<file path="src/rtl/stack_machine_executor_assert.svh">
// Assertion helpers used by the RTL; each expects clk and rst_n in scope.
`ifndef STACK_MACHINE_EXECUTOR_ASSERT_SVH
`define STACK_MACHINE_EXECUTOR_ASSERT_SVH

// Same-cycle implication.
`define SME_ASSERT_IMP(label, ante, cons, msg) \
    label: assert property (@(posedge clk) disable iff (!rst_n) (ante) |-> (cons)) \
        else $error(msg);

// Next-cycle implication.
`define SME_ASSERT_NXT(label, ante, cons, msg) \
    label: assert property (@(posedge clk) disable iff (!rst_n) (ante) |=> (cons)) \
        else $error(msg);

`endif

</file>
<file path="src/rtl/sme_pkg.sv">
package sme_pkg;

    localparam logic [3:0] OP_END  = 4'h0;
    localparam logic [3:0] OP_PUSH = 4'h1;
    localparam logic [3:0] OP_POP  = 4'h2;
    localparam logic [3:0] OP_ADD  = 4'h3;
    localparam logic [3:0] OP_SUB  = 4'h4;
    localparam logic [3:0] OP_MUL  = 4'h5;
    localparam logic [3:0] OP_DIV  = 4'h6;
    localparam logic [3:0] OP_SQRT = 4'h7;
    localparam logic [3:0] OP_POW  = 4'h8;
    localparam logic [3:0] OP_SIN  = 4'h9;
    localparam logic [3:0] OP_COS  = 4'hA;

    localparam logic [1:0] ST_OK  = 2'd0;
    localparam logic [1:0] ST_END = 2'd1;
    localparam logic [1:0] ST_ERR = 2'd2;

    typedef struct packed {
        logic [3:0]         req_type;
        logic               push_from_acc;
        logic               pop_discard;
        logic signed [31:0] immediate;
    } req_t;

    typedef struct packed {
        logic [1:0]         status;
        logic signed [31:0] acc_value;
        logic signed [31:0] top_value;
        logic [4:0]         depth_used;
    } rsp_t;

    typedef struct packed {
        logic load;
        logic shift_dn;
        logic shift_up;
    } cell_ctrl_t;

endpackage

</file>
<file path="src/rtl/sme_alu.sv">
module sme_alu (
    input  logic        clk,
    input  logic        rst_n,
    input  logic        start,
    input  logic [3:0]  op,
    input  logic [31:0] a,
    input  logic [31:0] b,
    output logic        done,
    output logic [31:0] result,
    output logic        err
);
    import sme_pkg::*;

    localparam logic [1:0] AS_IDLE = 2'd0;
    localparam logic [1:0] AS_DIV  = 2'd1;
    localparam logic [1:0] AS_SQRT = 2'd2;
    localparam logic [1:0] AS_POW  = 2'd3;

    localparam logic [32:0] POW_LIMIT = 33'h0_8000_0000;
    localparam logic [32:0] POW_SAT   = 33'h0_8000_0001;

    logic [1:0]  state_reg, state_next;
    logic        done_reg, done_next;
    logic [31:0] res_reg, res_next;
    logic        err_reg, err_next;
    logic [32:0] rem_reg, rem_next;
    logic [31:0] quo_reg, quo_next;
    logic [31:0] dvs_reg, dvs_next;
    logic [5:0]  cnt_reg, cnt_next;
    logic        neg_reg, neg_next;
    logic [31:0] root_reg, root_next;
    logic [31:0] bit_reg, bit_next;
    logic [32:0] r_reg, r_next;
    logic [31:0] e_reg, e_next;

    logic [31:0] mag_a;
    logic [31:0] mag_b;
    logic [32:0] rem_s;
    logic [31:0] trial;
    logic [63:0] prod;

    assign mag_a = a[31] ? (32'd0 - a) : a;
    assign mag_b = b[31] ? (32'd0 - b) : b;
    assign rem_s = {rem_reg[31:0], quo_reg[31]};
    assign trial = root_reg + bit_reg;
    assign prod  = {32'd0, r_reg[31:0]} * {32'd0, dvs_reg};

    always_comb
    begin
        state_next = state_reg;
        done_next  = 1'b0;
        res_next   = res_reg;
        err_next   = err_reg;
        rem_next   = rem_reg;
        quo_next   = quo_reg;
        dvs_next   = dvs_reg;
        cnt_next   = cnt_reg;
        neg_next   = neg_reg;
        root_next  = root_reg;
        bit_next   = bit_reg;
        r_next     = r_reg;
        e_next     = e_reg;
        unique case (state_reg)
            AS_IDLE:
            begin
                if (start)
                begin
                    err_next  = 1'b0;
                    done_next = 1'b1;
                    res_next  = 32'd0;
                    case (op)
                        OP_ADD: res_next = a + b;
                        OP_SUB: res_next = a - b;
                        OP_MUL: res_next = a * b;
                        OP_COS: res_next = (b == 32'd0) ? 32'd1 : 32'd0;
                        OP_DIV:
                        begin
                            if (b == 32'd0)
                            begin
                                err_next = 1'b1;
                            end
                            else
                            begin
                                done_next  = 1'b0;
                                rem_next   = 33'd0;
                                quo_next   = mag_a;
                                dvs_next   = mag_b;
                                cnt_next   = 6'd0;
                                neg_next   = a[31] ^ b[31];
                                state_next = AS_DIV;
                            end
                        end
                        OP_SQRT:
                        begin
                            if (b[31])
                            begin
                                err_next = 1'b1;
                            end
                            else
                            begin
                                done_next  = 1'b0;
                                quo_next   = b;
                                root_next  = 32'd0;
                                bit_next   = 32'h4000_0000;
                                state_next = AS_SQRT;
                            end
                        end
                        OP_POW:
                        begin
                            if (b == 32'd0)
                            begin
                                res_next = 32'd1;
                            end
                            else if (b[31])
                            begin
                                if (mag_a == 32'd0)
                                begin
                                    err_next = 1'b1;
                                end
                                else if (mag_a == 32'd1)
                                begin
                                    res_next = (a[31] && b[0]) ? 32'hFFFF_FFFF : 32'd1;
                                end
                            end
                            else
                            begin
                                // base of zero or one needs no multiply
                                done_next  = 1'b0;
                                r_next     = (mag_a == 32'd0) ? 33'd0 : 33'd1;
                                e_next     = (mag_a <= 32'd1) ? 32'd0 : b;
                                dvs_next   = mag_a;
                                neg_next   = a[31] && b[0];
                                state_next = AS_POW;
                            end
                        end
                        default: res_next = 32'd0;
                    endcase
                end
            end
            AS_DIV:
            begin
                if (cnt_reg == 6'd32)
                begin
                    res_next   = neg_reg ? (32'd0 - quo_reg) : quo_reg;
                    done_next  = 1'b1;
                    state_next = AS_IDLE;
                end
                else
                begin
                    if (rem_s >= {1'b0, dvs_reg})
                    begin
                        rem_next = rem_s - {1'b0, dvs_reg};
                        quo_next = {quo_reg[30:0], 1'b1};
                    end
                    else
                    begin
                        rem_next = rem_s;
                        quo_next = {quo_reg[30:0], 1'b0};
                    end
                    cnt_next = cnt_reg + 6'd1;
                end
            end
            AS_SQRT:
            begin
                if (bit_reg == 32'd0)
                begin
                    res_next   = root_reg;
                    done_next  = 1'b1;
                    state_next = AS_IDLE;
                end
                else
                begin
                    if (quo_reg >= trial)
                    begin
                        quo_next  = quo_reg - trial;
                        root_next = (root_reg >> 1) + bit_reg;
                    end
                    else
                    begin
                        root_next = root_reg >> 1;
                    end
                    bit_next = bit_reg >> 2;
                end
            end
            AS_POW:
            begin
                if (e_reg != 32'd0 && r_reg <= POW_LIMIT)
                begin
                    r_next = (prod > {31'd0, POW_LIMIT}) ? POW_SAT : prod[32:0];
                    e_next = e_reg - 32'd1;
                end
                else
                begin
                    if (neg_reg)
                    begin
                        res_next = (r_reg >= POW_LIMIT) ? 32'h8000_0000
                                                        : (32'd0 - r_reg[31:0]);
                    end
                    else
                    begin
                        res_next = (r_reg > 33'h0_7FFF_FFFF) ? 32'h7FFF_FFFF : r_reg[31:0];
                    end
                    done_next  = 1'b1;
                    state_next = AS_IDLE;
                end
            end
            default: state_next = AS_IDLE;
        endcase
    end

    always_ff @(posedge clk or negedge rst_n)
    begin
        if (!rst_n)
        begin
            state_reg <= AS_IDLE;
            done_reg  <= 1'b0;
        end
        else
        begin
            state_reg <= state_next;
            done_reg  <= done_next;
        end
    end

    always_ff @(posedge clk)
    begin
        res_reg  <= res_next;
        err_reg  <= err_next;
        rem_reg  <= rem_next;
        quo_reg  <= quo_next;
        dvs_reg  <= dvs_next;
        cnt_reg  <= cnt_next;
        neg_reg  <= neg_next;
        root_reg <= root_next;
        bit_reg  <= bit_next;
        r_reg    <= r_next;
        e_reg    <= e_next;
    end

    assign done   = done_reg;
    assign result = res_reg;
    assign err    = err_reg;

endmodule

</file>
<file path="config.mk">
export PLATFORM = sky130hd
export DESIGN_NAME = sme_alu
export DESIGN_NICKNAME = d
export VERILOG_FILES = /design/src/rtl/stack_machine_executor_assert.svh /design/src/rtl/sme_pkg.sv /design/src/rtl/sme_alu.sv
export SDC_FILE = /design/constraint.sdc
export NUM_CORES = 2
export LEC_CHECK = 0
export ABC_AREA = 1
export BUFFER_PORTS_ARGS = -buffer_cell sky130_fd_sc_hd__buf_2
export CAP_MARGIN = 40
export CORE_ASPECT_RATIO = 1.4
export CORE_MARGIN = 4
export CORE_UTILIZATION = 49
export CTS_CLUSTER_SIZE = 8
export DETAILED_ROUTE_END_ITERATION = 8
export GPL_TIMING_DRIVEN = 0
export PLACE_DENSITY = 0.71
export SYNTH_ARGS = -nofsm -noshare
export SYNTH_HDL_FRONTEND = slang
export SYNTH_SLANG_ARGS = --single-unit
</file>
<file path="constraint.sdc">
create_clock -name clk -period 8.85 [get_ports clk]
set_input_delay 0.885 -clock clk [delete_from_list [all_inputs] [get_ports clk]]
set_output_delay 0.885 -clock clk [all_outputs]
set_load 0.1 [all_outputs]
</file>
==> impl_metrics.env <==
export IMPL_rows=172
export IMPL_dp_hpwl_um=294000
export IMPL_areaGrowthSynthToFinish_pct=10.3
export IMPL_start_util_pct=49.3
export IMPL_yosys_area_share_simple_pct=21.4
export IMPL_cts_sinks=252
export IMPL_clkSlewWorstSetupHoldPaths_ns=0.06
export IMPL_grt_pass1_vias=76800
export IMPL_max_freq_mhz=115
export IMPL_insertion_delay_ns=0.62
export IMPL_path_delay_family="adder cells"
export IMPL_crit_buf_inv=7
export IMPL_ctsHtreeMaxLevel=2
export IMPL_fin_ws_ns=0.179
export IMPL_cp_max_fo=7
export IMPL_critical_path_arrival_ns=9.07
export IMPL_period_needed_ns=8.67
export IMPL_track_usage_pct=42.2
export IMPL_path_common_cell="fa_1"
export IMPL_worst_slew_pin_slew_ns=0.966
export IMPL_synth_compound_area_share_pct=7.49
export IMPL_start_kind="register"
export IMPL_yosysTopAreaCell="fa_1"
export IMPL_slew_headroom_pct=35.6
export IMPL_synth_area_mux_share_pct=0.0146
export IMPL_synth_edf_count=249
export IMPL_synth_top_family_by_area="adder cells"
export IMPL_drc=0
export IMPL_grt_ovfl_total=0
export IMPL_fin_crit_sh_pct=98.0
export IMPL_seq_area_mm2=0.00755
export IMPL_synth_area_leaders="fa_1, nand2_1, inv_1"
export IMPL_nNetsFinal=13000
export IMPL_grt_pass1_wl_um=500000
export IMPL_r2r_setup_slack_ns=0.18
export IMPL_skew_ns=0.0519
export IMPL_final_setup_tns_ns=0
export IMPL_drv_cap=0
export IMPL_critPathLaunch="dvs_reg[26]"
export IMPL_cts_buffers=38
export IMPL_cts_root_buf="clkbuf_16"
export IMPL_antenna_found_initial=21
export IMPL_chipHeight_um=478
export IMPL_synth_top_area_share_pct=33.9
export IMPL_synth_top_flop_cell="edfxtp_1"
export IMPL_synth_common_cells="nand2_1, inv_1, fa_1, ha_1, nor2_1"
export IMPL_tritoncts="yes"
export IMPL_hold_buffers=0
export IMPL_setup_viol=0
export IMPL_async_flop_share_pct=1.19
export IMPL_ys_ff_latch=252
export IMPL_core_mm2=0.157
export IMPL_synth_avg_cell_area_um2=7.17
export IMPL_seq_area_frac_synth_pct=9.79
export IMPL_syn_num_nets=12700
export IMPL_r2r_start="dvs_reg[26]"
export IMPL_clockBufferDepth=3
export IMPL_die_width_um=343
export IMPL_dp_slack_ns=-1.15
export IMPL_grt_max_degree=33
export IMPL_wirelength_um=345000
export IMPL_yosysMostFrequentCell="nand2_1"
export IMPL_cp_slowest_cell="fa_2"
export IMPL_synth_xor_area_share_pct=2.53
export IMPL_drtIter0Drc=7663
export IMPL_multiInputGateArea_mm2=0.0578
export IMPL_n_fill_cell=15500
export IMPL_synth_distinct_cells=68
export IMPL_ys_warnings_count=0
export IMPL_netlist_area_mm2=0.0772
export IMPL_slew_viol_final=0
export IMPL_detail_route_antenna_nets=0
export IMPL_synthAdderAreaFrac_pct=42.5
export IMPL_gp_congestion=1.10
export IMPL_largest_register_ffs=33
export IMPL_worst_setup_path_end_kind="register"
export IMPL_cp_endpoint="r_reg[14]"
export IMPL_dr_pass1_iters=7
export IMPL_wl_per_cell_um=26.1
export IMPL_hold_viol_final=0
export IMPL_max_stage_delay_ns=0.80
export IMPL_status="complete, no violations"
export IMPL_rr_worst_depth=32
export IMPL_drive_above_1_share_pct=7.20
export IMPL_vias_per_cell=5.63
export IMPL_portBuffers=91
export IMPL_hp_class="in -> async"
export IMPL_synth_cells=10800
export IMPL_dr_total_vias=74400
export IMPL_worst_ep_required_time_ns=9.25
export IMPL_io_pins=105
export IMPL_reg2reg_to="r_reg[14]"
export IMPL_die_area_mm2=0.164
export IMPL_path_depth=32
export IMPL_path_class="reg -> reg"
logic make-up after synthesis:
| family | after synthesis |
|---|---|
| mux | 1 |
| xor+xnor | 222 |
| other cells | 1 |
| buf+inv | 3333 |
| simple gates | 4082 |
| compound gates | 1036 |
| flops | 252 |
| fa+ha+maj | 1837 |
worst min-delay path by stage:
stage	from	endpoint	slack (ns)	cells past startpoint
after detailed placement	state_reg[1]	state_reg[1]	0.59	2
final	rst_n	state_reg[0]	0.08	1
after global placement	state_reg[1]	state_reg[1]	0.57	2
after global routing	rst_n	state_reg[0]	0.08	1
after floorplan	state_reg[1]	state_reg[1]	0.53	2
after CTS	rst_n	state_reg[0]	0.07	1
timing repair:
item                                    4_1_cts  5_1_grt
gates resized for setup                     139      336
endpoints found under the setup margin       42       39
gates cloned                                  0        1
setup buffers                                55       46
pin swaps                                     0       50
layout by cell type (no fill, tap or decap), types with 25 or more instances in the layout:
cell type / instances
clkbuf_2: 95
o31ai_1: 33
o21ai_0: 412
buf_8: 65
o22ai_1: 25
or2_2: 30
nor2_1: 443
a31oi_1: 25
clkbuf_16: 38
o211ai_1: 42
nand2_1: 2956
buf_4: 105
buf_6: 78
nor2_4: 27
inv_1: 2816
buf_2: 131
nor3_1: 98
nand4_1: 78
xor2_1: 139
ha_1: 503
buf_1: 44
nor4_1: 39
clkbuf_1: 216
nor2_2: 35
edfxtp_1: 249
a21oi_1: 366
fa_1: 1283
nand3_1: 277
nand2_2: 32
xnor2_1: 82
metal layers:
layer / vias up / routed length, µm / GRT usage (%)
met5: - / 82 / 0
met2: 4442 / 158000 / 68.0
li1: 32500 / - / -
met3: 1744 / 32800 / 10.8
met1: 35700 / 110000 / 43.9
met4: 14 / 45100 / 41.7
layout make-up:
cell class / instances / share of cell area [%]
diodes: 16 / 0.0470
plain buffers: 422 / 2.36
clock buffers: 54 / 1.19
clock inverters: 8 / 0.131
inverters: 2835 / 12.5
multi-input cells: 7179 / 67.8
flip-flops and latches: 252 / 8.87
well taps: 2088 / 3.07
repair buffers: 346 / 4.00
per-stage QoR:
step / area (µm²) / hold WS, ns / util, % / cells
6_report: 85200 / 0.0819 / 54.4 / 13200
5_1_grt: 85100 / 0.0752 / 54.3 / 13200
4_1_cts: 83900 / 0.0679 / 53.5 / 13200
3_5_place_dp: 82200 / 0.594 / 52.5 / 13100
3_3_place_gp: 80200 / 0.571 / 51.2 / 12900
2_1_floorplan: 77200 / 0.525 / - / 10800
Power is left out: the tool's default activity adds up to more than one toggle a clock period on the data nets, which glitch-free logic cannot reach.
