<file path="src/rtl/stack_machine_executor_assert.svh">
// Assertion helpers used by the RTL; each expects clk and rst_n in scope.
`ifndef STACK_MACHINE_EXECUTOR_ASSERT_SVH
`define STACK_MACHINE_EXECUTOR_ASSERT_SVH

// Same-cycle implication.
`define SME_ASSERT_IMP(label, ante, cons, msg) \
    label: assert property (@(posedge clk) disable iff (!rst_n) (ante) |-> (cons)) \
        else $error(msg);

// Next-cycle implication.
`define SME_ASSERT_NXT(label, ante, cons, msg) \
    label: assert property (@(posedge clk) disable iff (!rst_n) (ante) |=> (cons)) \
        else $error(msg);

`endif

</file>
<file path="src/rtl/sme_pkg.sv">
package sme_pkg;

    localparam logic [3:0] OP_END  = 4'h0;
    localparam logic [3:0] OP_PUSH = 4'h1;
    localparam logic [3:0] OP_POP  = 4'h2;
    localparam logic [3:0] OP_ADD  = 4'h3;
    localparam logic [3:0] OP_SUB  = 4'h4;
    localparam logic [3:0] OP_MUL  = 4'h5;
    localparam logic [3:0] OP_DIV  = 4'h6;
    localparam logic [3:0] OP_SQRT = 4'h7;
    localparam logic [3:0] OP_POW  = 4'h8;
    localparam logic [3:0] OP_SIN  = 4'h9;
    localparam logic [3:0] OP_COS  = 4'hA;

    localparam logic [1:0] ST_OK  = 2'd0;
    localparam logic [1:0] ST_END = 2'd1;
    localparam logic [1:0] ST_ERR = 2'd2;

    typedef struct packed {
        logic [3:0]         req_type;
        logic               push_from_acc;
        logic               pop_discard;
        logic signed [31:0] immediate;
    } req_t;

    typedef struct packed {
        logic [1:0]         status;
        logic signed [31:0] acc_value;
        logic signed [31:0] top_value;
        logic [4:0]         depth_used;
    } rsp_t;

    typedef struct packed {
        logic load;
        logic shift_dn;
        logic shift_up;
    } cell_ctrl_t;

endpackage

</file>
<file path="src/rtl/sme_cell.sv">
module sme_cell (
    input  logic               clk,
    input  sme_pkg::cell_ctrl_t ctrl,
    input  logic [31:0]        ins_val,
    input  logic [31:0]        below_val,
    output logic [31:0]        val
);
    import sme_pkg::*;

    logic [31:0] val_reg;
    logic [31:0] val_next;

    always_comb
    begin
        val_next = val_reg;
        if (ctrl.load || ctrl.shift_dn)
        begin
            val_next = ins_val;
        end
        else if (ctrl.shift_up)
        begin
            val_next = below_val;
        end
    end

    always_ff @(posedge clk)
    begin
        val_reg <= val_next;
    end

    assign val = val_reg;

endmodule

</file>
<file path="config.mk">
export PLATFORM = sky130hd
export DESIGN_NAME = sme_cell
export DESIGN_NICKNAME = d
export VERILOG_FILES = /design/src/rtl/stack_machine_executor_assert.svh /design/src/rtl/sme_pkg.sv /design/src/rtl/sme_cell.sv
export SDC_FILE = /design/constraint.sdc
export NUM_CORES = 1
export LEC_CHECK = 0
export BUFFER_PORTS_ARGS = -buffer_cell sky130_fd_sc_hd__clkbuf_2
export CAP_MARGIN = 5
export CORE_MARGIN = 2
export CORE_UTILIZATION = 43
export CTS_BUF_LIST = sky130_fd_sc_hd__clkbuf_4 sky130_fd_sc_hd__clkbuf_8 sky130_fd_sc_hd__clkbuf_16
export CTS_CLUSTER_DIAMETER = 100
export CTS_CLUSTER_SIZE = 10
export DETAILED_ROUTE_END_ITERATION = 10
export PLACE_DENSITY = 0.88
export SYNTH_ARGS = -nofsm -noshare
export SYNTH_HDL_FRONTEND = slang
export SYNTH_SLANG_ARGS = --single-unit
export TNS_END_PERCENT = 50
</file>
<file path="constraint.sdc">
create_clock -name clk -period 2.35 [get_ports clk]
set_clock_uncertainty 0.05 [all_clocks]
set_input_delay 0.47 -clock clk [delete_from_list [all_inputs] [get_ports clk]]
set_output_delay 0.47 -clock clk [all_outputs]
set_load 0.01 [all_outputs]
</file>
==> results.py, run 1 <==
metrics = {
    "min_path": {
        "hold_start": "below_val[22]",
        "min_path_type": "primary input to flop",
        "hold_path_end": "val[22]",
        "holdPathStages": 2,
    },
    "critical_path": {
        "cpMaxStageDelayCell": "or3_2",
        "cpLargestDelayFamily": "simple AND/OR/NAND/NOR gates",
        "worstSetupEndpointType": "flop",
        "critical_path_buf_inv_count": 1,
        "required_ns": 2.25,
        "critPathKind": "primary input to flop",
        "slowest_delay_ns": 0.80,
        "setup.worst_path.start_class": "primary input",
        "critPathMaxFanout": 32,
        "path_cells": "clkbuf_2 -> or3_2",
        "cp_data_arrival_time_ns": 1.39,
    },
    "floorplanning": {
        "start_util": 0.455,
        "rows": 20,
        "die_x_um": 60.8,
        "io_pins": 100,
        "die_area_mm2": 0.00370,
        "fp.coreArea_mm2": 0.00305,
        "die-height_um": 60.8,
    },
    "layout": {
        "final_nets": 241,
        "largest_reg_flops": 32,
        "area_delta_synth_final_pct": 40.5,
        "num_antenna_cells": 0,
        "drive_gt1_frac": 0.803,
        "utilization": 0.639,
    },
    "synthesis": {
        "post_synth.cell_area_avg_um2": 20.1,
        "synth_seq_cells": 32,
        "synth.area.top_cells": "edfxtp_1 69%, mux2_2 24%, clkbuf_8 3.0%",
        "yosys.cell_count.top_type": "edfxtp_1",
        "synth_top_area_cell": "edfxtp_1",
        "synth_nets": 137,
        "synth-async-reset-ratio": 0,
        "ys_top_cells_by_count": "32 x edfxtp_1, 30 x mux2_2, 3 x clkbuf_8",
        "synth_edf_count": 32,
        "postSynthCellCount": 69,
        "synthFlopType": "edfxtp_1",
        "yosysSeqAreaShare": 0.692,
        "synth_cell_type_count": 6,
        "syn-cell-area_mm2": 0.00139,
        "synth_top_cell_area_share": 0.692,
        "ys_warn_count": 0,
    },
    "detailed_routing": {
        "drt_iter0_markers": 8,
        "finalWirelength_um": 2920,
        "final_antenna_net_count": 0,
        "via_count": 971,
        "firstDrtPassIters": 3,
        "wire_per_inst_um": 13.4,
        "drc": 0,
        "via_per_inst": 4.47,
    },
    "clock_tree": {
        "post-cts-setup-buffers": 0,
        "clk_root_buffer_cell": "clkbuf_4",
        "cts_resized": 0,
        "cts_hold_buffers": 0,
        "clockBufferDepth": 2,
        "htree_num_levels": 2,
        "tritoncts": "yes",
        "clock_sinks": 32,
        "cts.clk_slew.worst_paths_ns": 0.08,
        "cts_made_buffers": 5,
    },
    "grt": {
        "grt_use_total": 0.161,
        "grt_pass1_wl_um": 4080,
        "first_global_vias": 980,
        "grt_overflow": 0,
        "antenna_found_initial": 0,
        "grt_max_degree": 33,
    },
    "sta": {
        "worstMarginPinSlew_ns": 0.711,
        "period_needed_ns": 1.49,
        "fin_setup_tns_ns": 0,
        "slew_headroom": 0.526,
        "setup_viol": 0,
        "slew_violations": 0,
        "min_period_over_period": 0.634,
        "fmax_mhz": 672,
        "rsz0062_at_grt": "no",
        "holdWs_ns": 0.410,
        "finalHoldViolCount": 0,
    },
    "pwr": {
        "power_density_mw_per_mm2": 612,
        "peakVddDrop_v": 0.000298,
        "p_leak_uw": 0.000906,
    },
    "placed_design": {
        "routabilityCongestion": 0.668,
        "numPortBuffers": 99,
    },
    "status": {
        "status": "completed",
    },
    "job": {
        "drv_cap": 0,
    },
}
power breakdown:
part	internal (uW)	switching [uW]
logic	119	97.3
clock network	104	160
registers	697	16.2
total	920	273
cells in the final DEF (no fill, tap or decap), drive strengths merged:
cell,n
buf,1
clkbuf,104
clkinv,2
edfxtp,32
mux2,32
nor2,1
or3,1
area by class of cell:
class / count / area [um^2]
clock buffer: 5 / 37.5
multi-input combinational: 34 / 387
sequential: 32 / 961
tap: 44 / 55.1
clock inverter: 2 / 7.51
fill: 251 / 1100
timing repair buffer: 100 / 503
metrics by stage:
| step | power (uW) | instances | cell area (um^2) | worst slack (ns) |
|---|---|---|---|---|
| floorplan | 827 | 69 | 1390 | 0.741 |
| global placement | 936 | 210 | 1910 | 0.568 |
| detailed placement | 946 | 210 | 1910 | 0.530 |
| CTS | 1220 | 217 | 1950 | 0.875 |
| global route | 1250 | 217 | 1950 | 0.848 |
| finish | 1190 | 217 | 1950 | 0.861 |
how the worst max path moves through the flow:
stage / start / end / slack (ns) / depth (start not counted)
2_1_floorplan: ctrl[0] / val[0] / 0.74 / 1
3_3_place_gp: ctrl[1] / val[1] / 0.57 / 2
3_5_place_dp: ctrl[1] / val[22] / 0.53 / 2
4_1_cts: ctrl[1] / val[20] / 0.88 / 2
5_1_grt: ctrl[1] / val[30] / 0.85 / 2
6_report: ctrl[1] / val[24] / 0.86 / 2
logic make-up after synthesis:
| logic type | count (synthesis) | share of synthesized area |
|---|---|---|
| buf+inv | 3 | 0.0297 |
| flops | 32 | 0.692 |
| mux | 32 | 0.265 |
| simple gates | 2 | 0.0135 |
per-layer routing:
layer	vias up	part of all wire	GRT usage
li1	478	-	-
met1	429	0.33	0.135
met2	60	0.55	0.313
met3	4	0.10	0.0725
met4	0	0.016	0.0776
met5	-	0	0
Note: power is estimated with default switching activity, not from simulation.
==> run 2, diff against run 1 <==
--- a/config.mk
+++ b/config.mk
@@ -5,15 +5,16 @@
 export SDC_FILE = /design/constraint.sdc
 export NUM_CORES = 1
 export LEC_CHECK = 0
+export ABC_AREA = 1
 export BUFFER_PORTS_ARGS = -buffer_cell sky130_fd_sc_hd__clkbuf_2
 export CAP_MARGIN = 5
 export CORE_MARGIN = 2
-export CORE_UTILIZATION = 43
+export CORE_UTILIZATION = 41
 export CTS_BUF_LIST = sky130_fd_sc_hd__clkbuf_4 sky130_fd_sc_hd__clkbuf_8 sky130_fd_sc_hd__clkbuf_16
 export CTS_CLUSTER_DIAMETER = 100
 export CTS_CLUSTER_SIZE = 10
 export DETAILED_ROUTE_END_ITERATION = 10
-export PLACE_DENSITY = 0.88
+export PLACE_DENSITY = 0.83
 export SYNTH_ARGS = -nofsm -noshare
 export SYNTH_HDL_FRONTEND = slang
 export SYNTH_SLANG_ARGS = --single-unit
==> constraint.sdc (replaced) <==
create_clock -name clk -period 1.5 [get_ports clk]
set_clock_uncertainty 0.05 [all_clocks]
set_input_delay 0.3 -clock clk [delete_from_list [all_inputs] [get_ports clk]]
set_output_delay 0.3 -clock clk [all_outputs]
set_load 0.01 [all_outputs]
==> results.py, run 2 <==
metrics = {
    "detailed_routing": {
        "via_per_inst": 4.72,
        "drc": 0,
        "via_count": 1368,
        "top_layer_used": "met4",
        "firstDrtPassIters": 4,
        "wire_per_inst_um": 12.5,
        "met2WireLength_um": 1910,
        "finalWirelength_um": 3630,
        "final_antenna_net_count": 0,
        "wl_met1_um": 1340,
        "routed-wl-met3_um": 341,
        "drt_iter0_markers": 153,
    },
    "layout": {
        "area_delta_synth_final_pct": 40.4,
        "final_nets": 312,
        "largest_reg_flops": 32,
        "drive_gt1_frac": 0.492,
        "utilization": 0.605,
        "layout.cells.most_common": "clkbuf_2",
        "num_antenna_cells": 0,
        "mostFrequentLayoutCells": "99 x clkbuf_2, 59 x nand2_1, 32 x o21ai_0, 32 x edfxtp_1, 7 x buf_4",
    },
    "clock_tree": {
        "post-cts-setup-buffers": 0,
        "clock_sinks": 32,
        "cts_hold_buffers": 0,
        "clk_root_buffer_cell": "clkbuf_4",
        "cts.clk_slew.worst_paths_ns": 0.09,
        "tritoncts": "yes",
        "cts_made_buffers": 5,
        "htree_num_levels": 2,
        "clockBufferDepth": 2,
        "cts_resized": 0,
    },
    "synthesis": {
        "post_synth.cell_area_avg_um2": 10.4,
        "synth_top_area_cell": "edfxtp_1",
        "synthFlopType": "edfxtp_1",
        "synth_nets": 208,
        "ys_top_cells_by_count": "60 x nand2_1, 32 x edfxtp_1, 32 x o21ai_0",
        "synth.area.top_cells": "edfxtp_1 66%, nand2_1 15%, o21ai_0 11%",
        "postSynthCellCount": 140,
        "yosys.cell_count.top_type": "nand2_1",
        "synth_edf_count": 32,
        "synth_seq_cells": 32,
        "synth_cell_type_count": 10,
        "yosysSeqAreaShare": 0.658,
        "ys_warn_count": 0,
        "synth-async-reset-ratio": 0,
        "synth_top_cell_area_share": 0.658,
        "syn-cell-area_mm2": 0.00146,
    },
    "grt": {
        "grt_pass1_wl_um": 5730,
        "grt_use_total": 0.191,
        "grt_max_degree": 22,
        "first_global_vias": 1222,
        "antenna_found_initial": 0,
        "grt_overflow": 0,
    },
    "pwr": {
        "power_density_mw_per_mm2": 945,
        "p_sw_frac": 0.252,
        "p_sw_uw": 489,
        "comb_power_share": 0.188,
        "clkPwrFrac": 0.234,
        "p_leak_uw": 0.00104,
        "peakVddDrop_v": 0.000484,
        "power.total_uw": 1940,
        "intPower_uw": 1450,
        "sequentialPowerShare": 0.578,
    },
    "floorplanning": {
        "die_x_um": 63.7,
        "die_area_mm2": 0.00405,
        "die-height_um": 63.7,
        "start_util": 0.431,
        "io_pins": 100,
        "fp.coreArea_mm2": 0.00339,
        "rows": 21,
    },
    "critical_path": {
        "setup.worst_path.start_class": "flop",
        "critPathMaxFanout": 1,
        "required_ns": 1.15,
        "cpMaxStageDelayCell": "edfxtp_1",
        "cpLargestDelayFamily": "flip-flops",
        "slowest_delay_ns": 0.40,
        "cp_data_arrival_time_ns": 0.86,
        "path_cells": "clkbuf_2",
        "critPathKind": "flop to primary output",
        "critical_path_buf_inv_count": 1,
        "worstSetupEndpointType": "primary output",
    },
    "sta": {
        "period_needed_ns": 1.21,
        "slew_headroom": 0.816,
        "rsz0062_at_grt": "no",
        "finalHoldViolCount": 0,
        "timing.final.ws_setup_ns": 0.294,
        "setup_viol": 0,
        "fmax_mhz": 829,
        "worstMarginPinSlew_ns": 0.276,
        "min_period_over_period": 0.804,
        "fin_setup_tns_ns": 0,
        "slew_violations": 0,
    },
    "placed_design": {
        "routabilityCongestion": 0.759,
        "numPortBuffers": 99,
        "dp_slack_ns": 0.159,
        "post-dp-hpwl_um": 2800,
    },
    "status": {
        "status": "completed",
    },
    "job": {
        "drv_cap": 0,
    },
    "min_path": {
        "min_path_type": "primary input to flop",
    },
}
[run 2: area by class of cell]
type | instances | area [um^2]
sequential | 32 | 961
multi-input combinational | 98 | 430
timing repair buffer | 106 | 548
fill | 303 | 1340
tap | 46 | 57.6
clock buffer | 6 | 45.0
clock inverter | 1 | 5.00
inverter | 1 | 3.75
[run 2: through the flow]
stage	cell area, um^2	hold WS [ns]	cells
detailed placement	2000	0.524	283
finish	2050	0.196	290
floorplan	1460	0.430	140
global route	2050	0.183	290
CTS	2050	0.181	290
global placement	2000	0.523	283
[run 2: metal layers]
| layer | vias to the layer above | track usage |
|---|---|---|
| met5 | - | 0 |
| li1 | 684 | - |
| met2 | 82 | 0.318 |
| met3 | 2 | 0.0643 |
| met1 | 600 | 0.221 |
| met4 | 0 | 0.0897 |
[run 2: worst paths after layout]
kind	startpoint	end	depth (start not counted)
hold / removal	below_val[0]	val[0]	3
setup / recovery	val[18]	val[18]	1
[run 2: logic make-up after synthesis]
kind of cell | count (synthesis) | share of synthesized area
buffers and inverters | 10 | 0.0488
DFF | 32 | 0.658
AOI/OAI and AO/OA | 32 | 0.110
and+or+nand+nor | 66 | 0.183
[run 2: power groups by stage]
| stage | clock network [uW] | registers (uW) | logic [uW] |
|---|---|---|---|
| after detailed placement | 0 | 1140 | 366 |
| after global placement | 0 | 1140 | 360 |
| after CTS | 467 | 1120 | 368 |
| after global routing | 505 | 1130 | 408 |
| after floorplan | 0 | 1200 | 107 |
| final | 454 | 1120 | 364 |
[run 2: worst min-delay path, delay by kind of cell]
family / cells / cell delay, ns
AND/OR/NAND/NOR: 2 / 0.09
buffers and inverters: 1 / 0.07
==> run 3, diff against run 2 <==
--- a/config.mk
+++ b/config.mk
@@ -9,12 +9,12 @@
 export BUFFER_PORTS_ARGS = -buffer_cell sky130_fd_sc_hd__clkbuf_2
 export CAP_MARGIN = 5
 export CORE_MARGIN = 2
-export CORE_UTILIZATION = 41
+export CORE_UTILIZATION = 37
 export CTS_BUF_LIST = sky130_fd_sc_hd__clkbuf_4 sky130_fd_sc_hd__clkbuf_8 sky130_fd_sc_hd__clkbuf_16
 export CTS_CLUSTER_DIAMETER = 100
 export CTS_CLUSTER_SIZE = 10
 export DETAILED_ROUTE_END_ITERATION = 10
-export PLACE_DENSITY = 0.83
+export PLACE_DENSITY = 0.8
 export SYNTH_ARGS = -nofsm -noshare
 export SYNTH_HDL_FRONTEND = slang
 export SYNTH_SLANG_ARGS = --single-unit
==> constraint.sdc (replaced) <==
create_clock -name clk -period 1 [get_ports clk]
set_clock_uncertainty 0.05 [all_clocks]
set_input_delay 0.2 -clock clk [delete_from_list [all_inputs] [get_ports clk]]
set_output_delay 0.2 -clock clk [all_outputs]
set_load 0.01 [all_outputs]
==> results.py, run 3 (synthesis gave the netlist of run 2 again) <==
metrics = {
    "layout": {
        "largest_reg_flops": 32,
        "area_delta_synth_final_pct": 45.2,
        "utilization": 0.571,
        "layout.cells.most_common": "clkbuf_2",
        "fill_cells": 349,
        "final_nets": 311,
        "mostFrequentLayoutCells": "97 x clkbuf_2, 59 x nand2_1, 32 x o21ai_0, 32 x edfxtp_1, 6 x buf_4",
        "drive_gt1_frac": 0.492,
        "finalInstanceArea_mm2": 0.00212,
        "final-instance-count-excl-fill": 292,
        "num_antenna_cells": 0,
    },
    "sta": {
        "period_needed_ns": 1.05,
        "timing.final.ws_setup_ns": -0.0521,
        "min_period_over_period": 1.05,
        "slew_violations": 0,
        "worstMarginPinSlew_ns": 0.250,
        "rsz0062_at_grt": "yes",
        "finalHoldViolCount": 0,
        "slew_headroom": 0.833,
        "fmax_mhz": 950,
        "setup_viol": 32,
    },
    "detailed_routing": {
        "final_antenna_net_count": 0,
        "via_count": 1345,
        "finalWirelength_um": 3450,
        "firstDrtPassIters": 4,
        "via_per_inst": 4.61,
        "drc": 0,
        "drt_iter0_markers": 148,
        "wire_per_inst_um": 11.8,
    },
    "pwr": {
        "p_sw_frac": 0.226,
        "p_sw_uw": 775,
        "p_leak_uw": 0.00106,
        "peakVddDrop_v": 0.000687,
        "sequentialPowerShare": 0.490,
        "intPower_uw": 2660,
        "comb_power_share": 0.159,
        "power.total_uw": 3430,
        "clkPwrFrac": 0.351,
        "power_density_mw_per_mm2": 1620,
    },
    "status": {
        "status": "complete, but fails checks",
        "violations": "setup timing",
    },
    "min_path": {
        "min_path_type": "primary input to flop",
        "holdPathStages": 3,
    },
    "critical_path": {
        "crit_path_end": "val[4]",
        "critical_path_buf_inv_count": 1,
        "startpoint": "val[4]",
        "slowest_delay_ns": 0.39,
        "critPathKind": "flop to primary output",
        "cpMaxStageDelayCell": "edfxtp_1",
        "critPathMaxFanout": 1,
        "cpLargestDelayFamily": "flip-flops",
        "path_cells": "clkbuf_2",
        "cp_data_arrival_time_ns": 0.80,
        "required_ns": 0.75,
        "setup.worst_path.start_class": "flop",
        "path_depth": 1,
        "worstSetupEndpointType": "primary output",
    },
    "clock_tree": {
        "clock_sinks": 32,
        "clockBufferDepth": 2,
        "cts.clk_slew.worst_paths_ns": 0.07,
        "cts_made_buffers": 5,
        "htree_num_levels": 2,
        "post-cts-setup-buffers": 0,
        "tritoncts": "yes",
        "cts_hold_buffers": 0,
        "clk_root_buffer_cell": "clkbuf_8",
    },
    "floorplanning": {
        "io_pins": 100,
        "die_x_um": 66.8,
        "start_util": 0.393,
        "die-height_um": 66.8,
        "rows": 22,
        "die_area_mm2": 0.00446,
        "fp.coreArea_mm2": 0.00372,
    },
    "placed_design": {
        "dpl_cell_area_mm2": 0.00201,
        "numPortBuffers": 99,
        "dp_slack_ns": -0.137,
        "dp.cells": 284,
        "routabilityCongestion": 0.697,
        "post-dp-hpwl_um": 2690,
    },
    "grt": {
        "grt_pass1_wl_um": 5290,
        "grt_use_total": 0.164,
        "first_global_vias": 1194,
        "grt_max_degree": 33,
        "antenna_found_initial": 0,
        "grt_overflow": 0,
    },
    "job": {
        "drv_cap": 0,
    },
}
run 3: area by class of cell:
class	count	area [um^2]	share of cell area
sequential	32	961	0.453
timing repair buffer	105	541	0.255
multi-input combinational	98	444	0.209
clock buffer	6	76.3	0.0360
tap	48	60.1	0.0283
clock inverter	2	35.0	0.0165
inverter	1	3.75	0.00177
run 3: power groups by stage:
stage                     Combinational (uW)  Clock [uW]  Sequential [uW]
after CTS                                553        1230             1680
final                                    546        1200             1680
after global routing                     608        1310             1690
after detailed placement                 552           0             1710
after global placement                   540           0             1710
after floorplan                          166           0             1790
run 3: worst min path at each step:
stage / slack [ns] / end / from
global placement: 0.42 / val[2] / below_val[2]
CTS: 0.14 / val[16] / below_val[16]
floorplan: 0.33 / val[4] / below_val[4]
global route: 0.14 / val[8] / below_val[8]
finish: 0.15 / val[8] / below_val[8]
detailed placement: 0.43 / val[16] / below_val[16]
run 3: worst min-delay path, cell delays in order:
cell and delay (ns):
clkbuf_2 0.08, nand2_2 0.04, nand2_1 0.05
run 3: what timing repair did:
item                                   CTS  global route
endpoints found under the hold margin    0             0
setup endpoints to repair               32            32
resized for setup                        0             2
gates cloned                             0             0
run 3: through the flow:
stage                     hold WS [ns]  setup TNS, ns
after CTS                        0.140          -1.06
after floorplan                  0.330        -0.0235
after global routing             0.145          -1.91
after global placement           0.422          -3.37
final                            0.147         -0.631
after detailed placement         0.428          -4.87
run 3: routing by layer:
layer / GRT usage / vias up / wire length (um)
met4: 0.0740 / 0 / 58
met2: 0.269 / 63 / 1700
met3: 0.0642 / 6 / 340
met5: 0 / - / 0
met1: 0.187 / 596 / 1350
li1: - / 680 / -
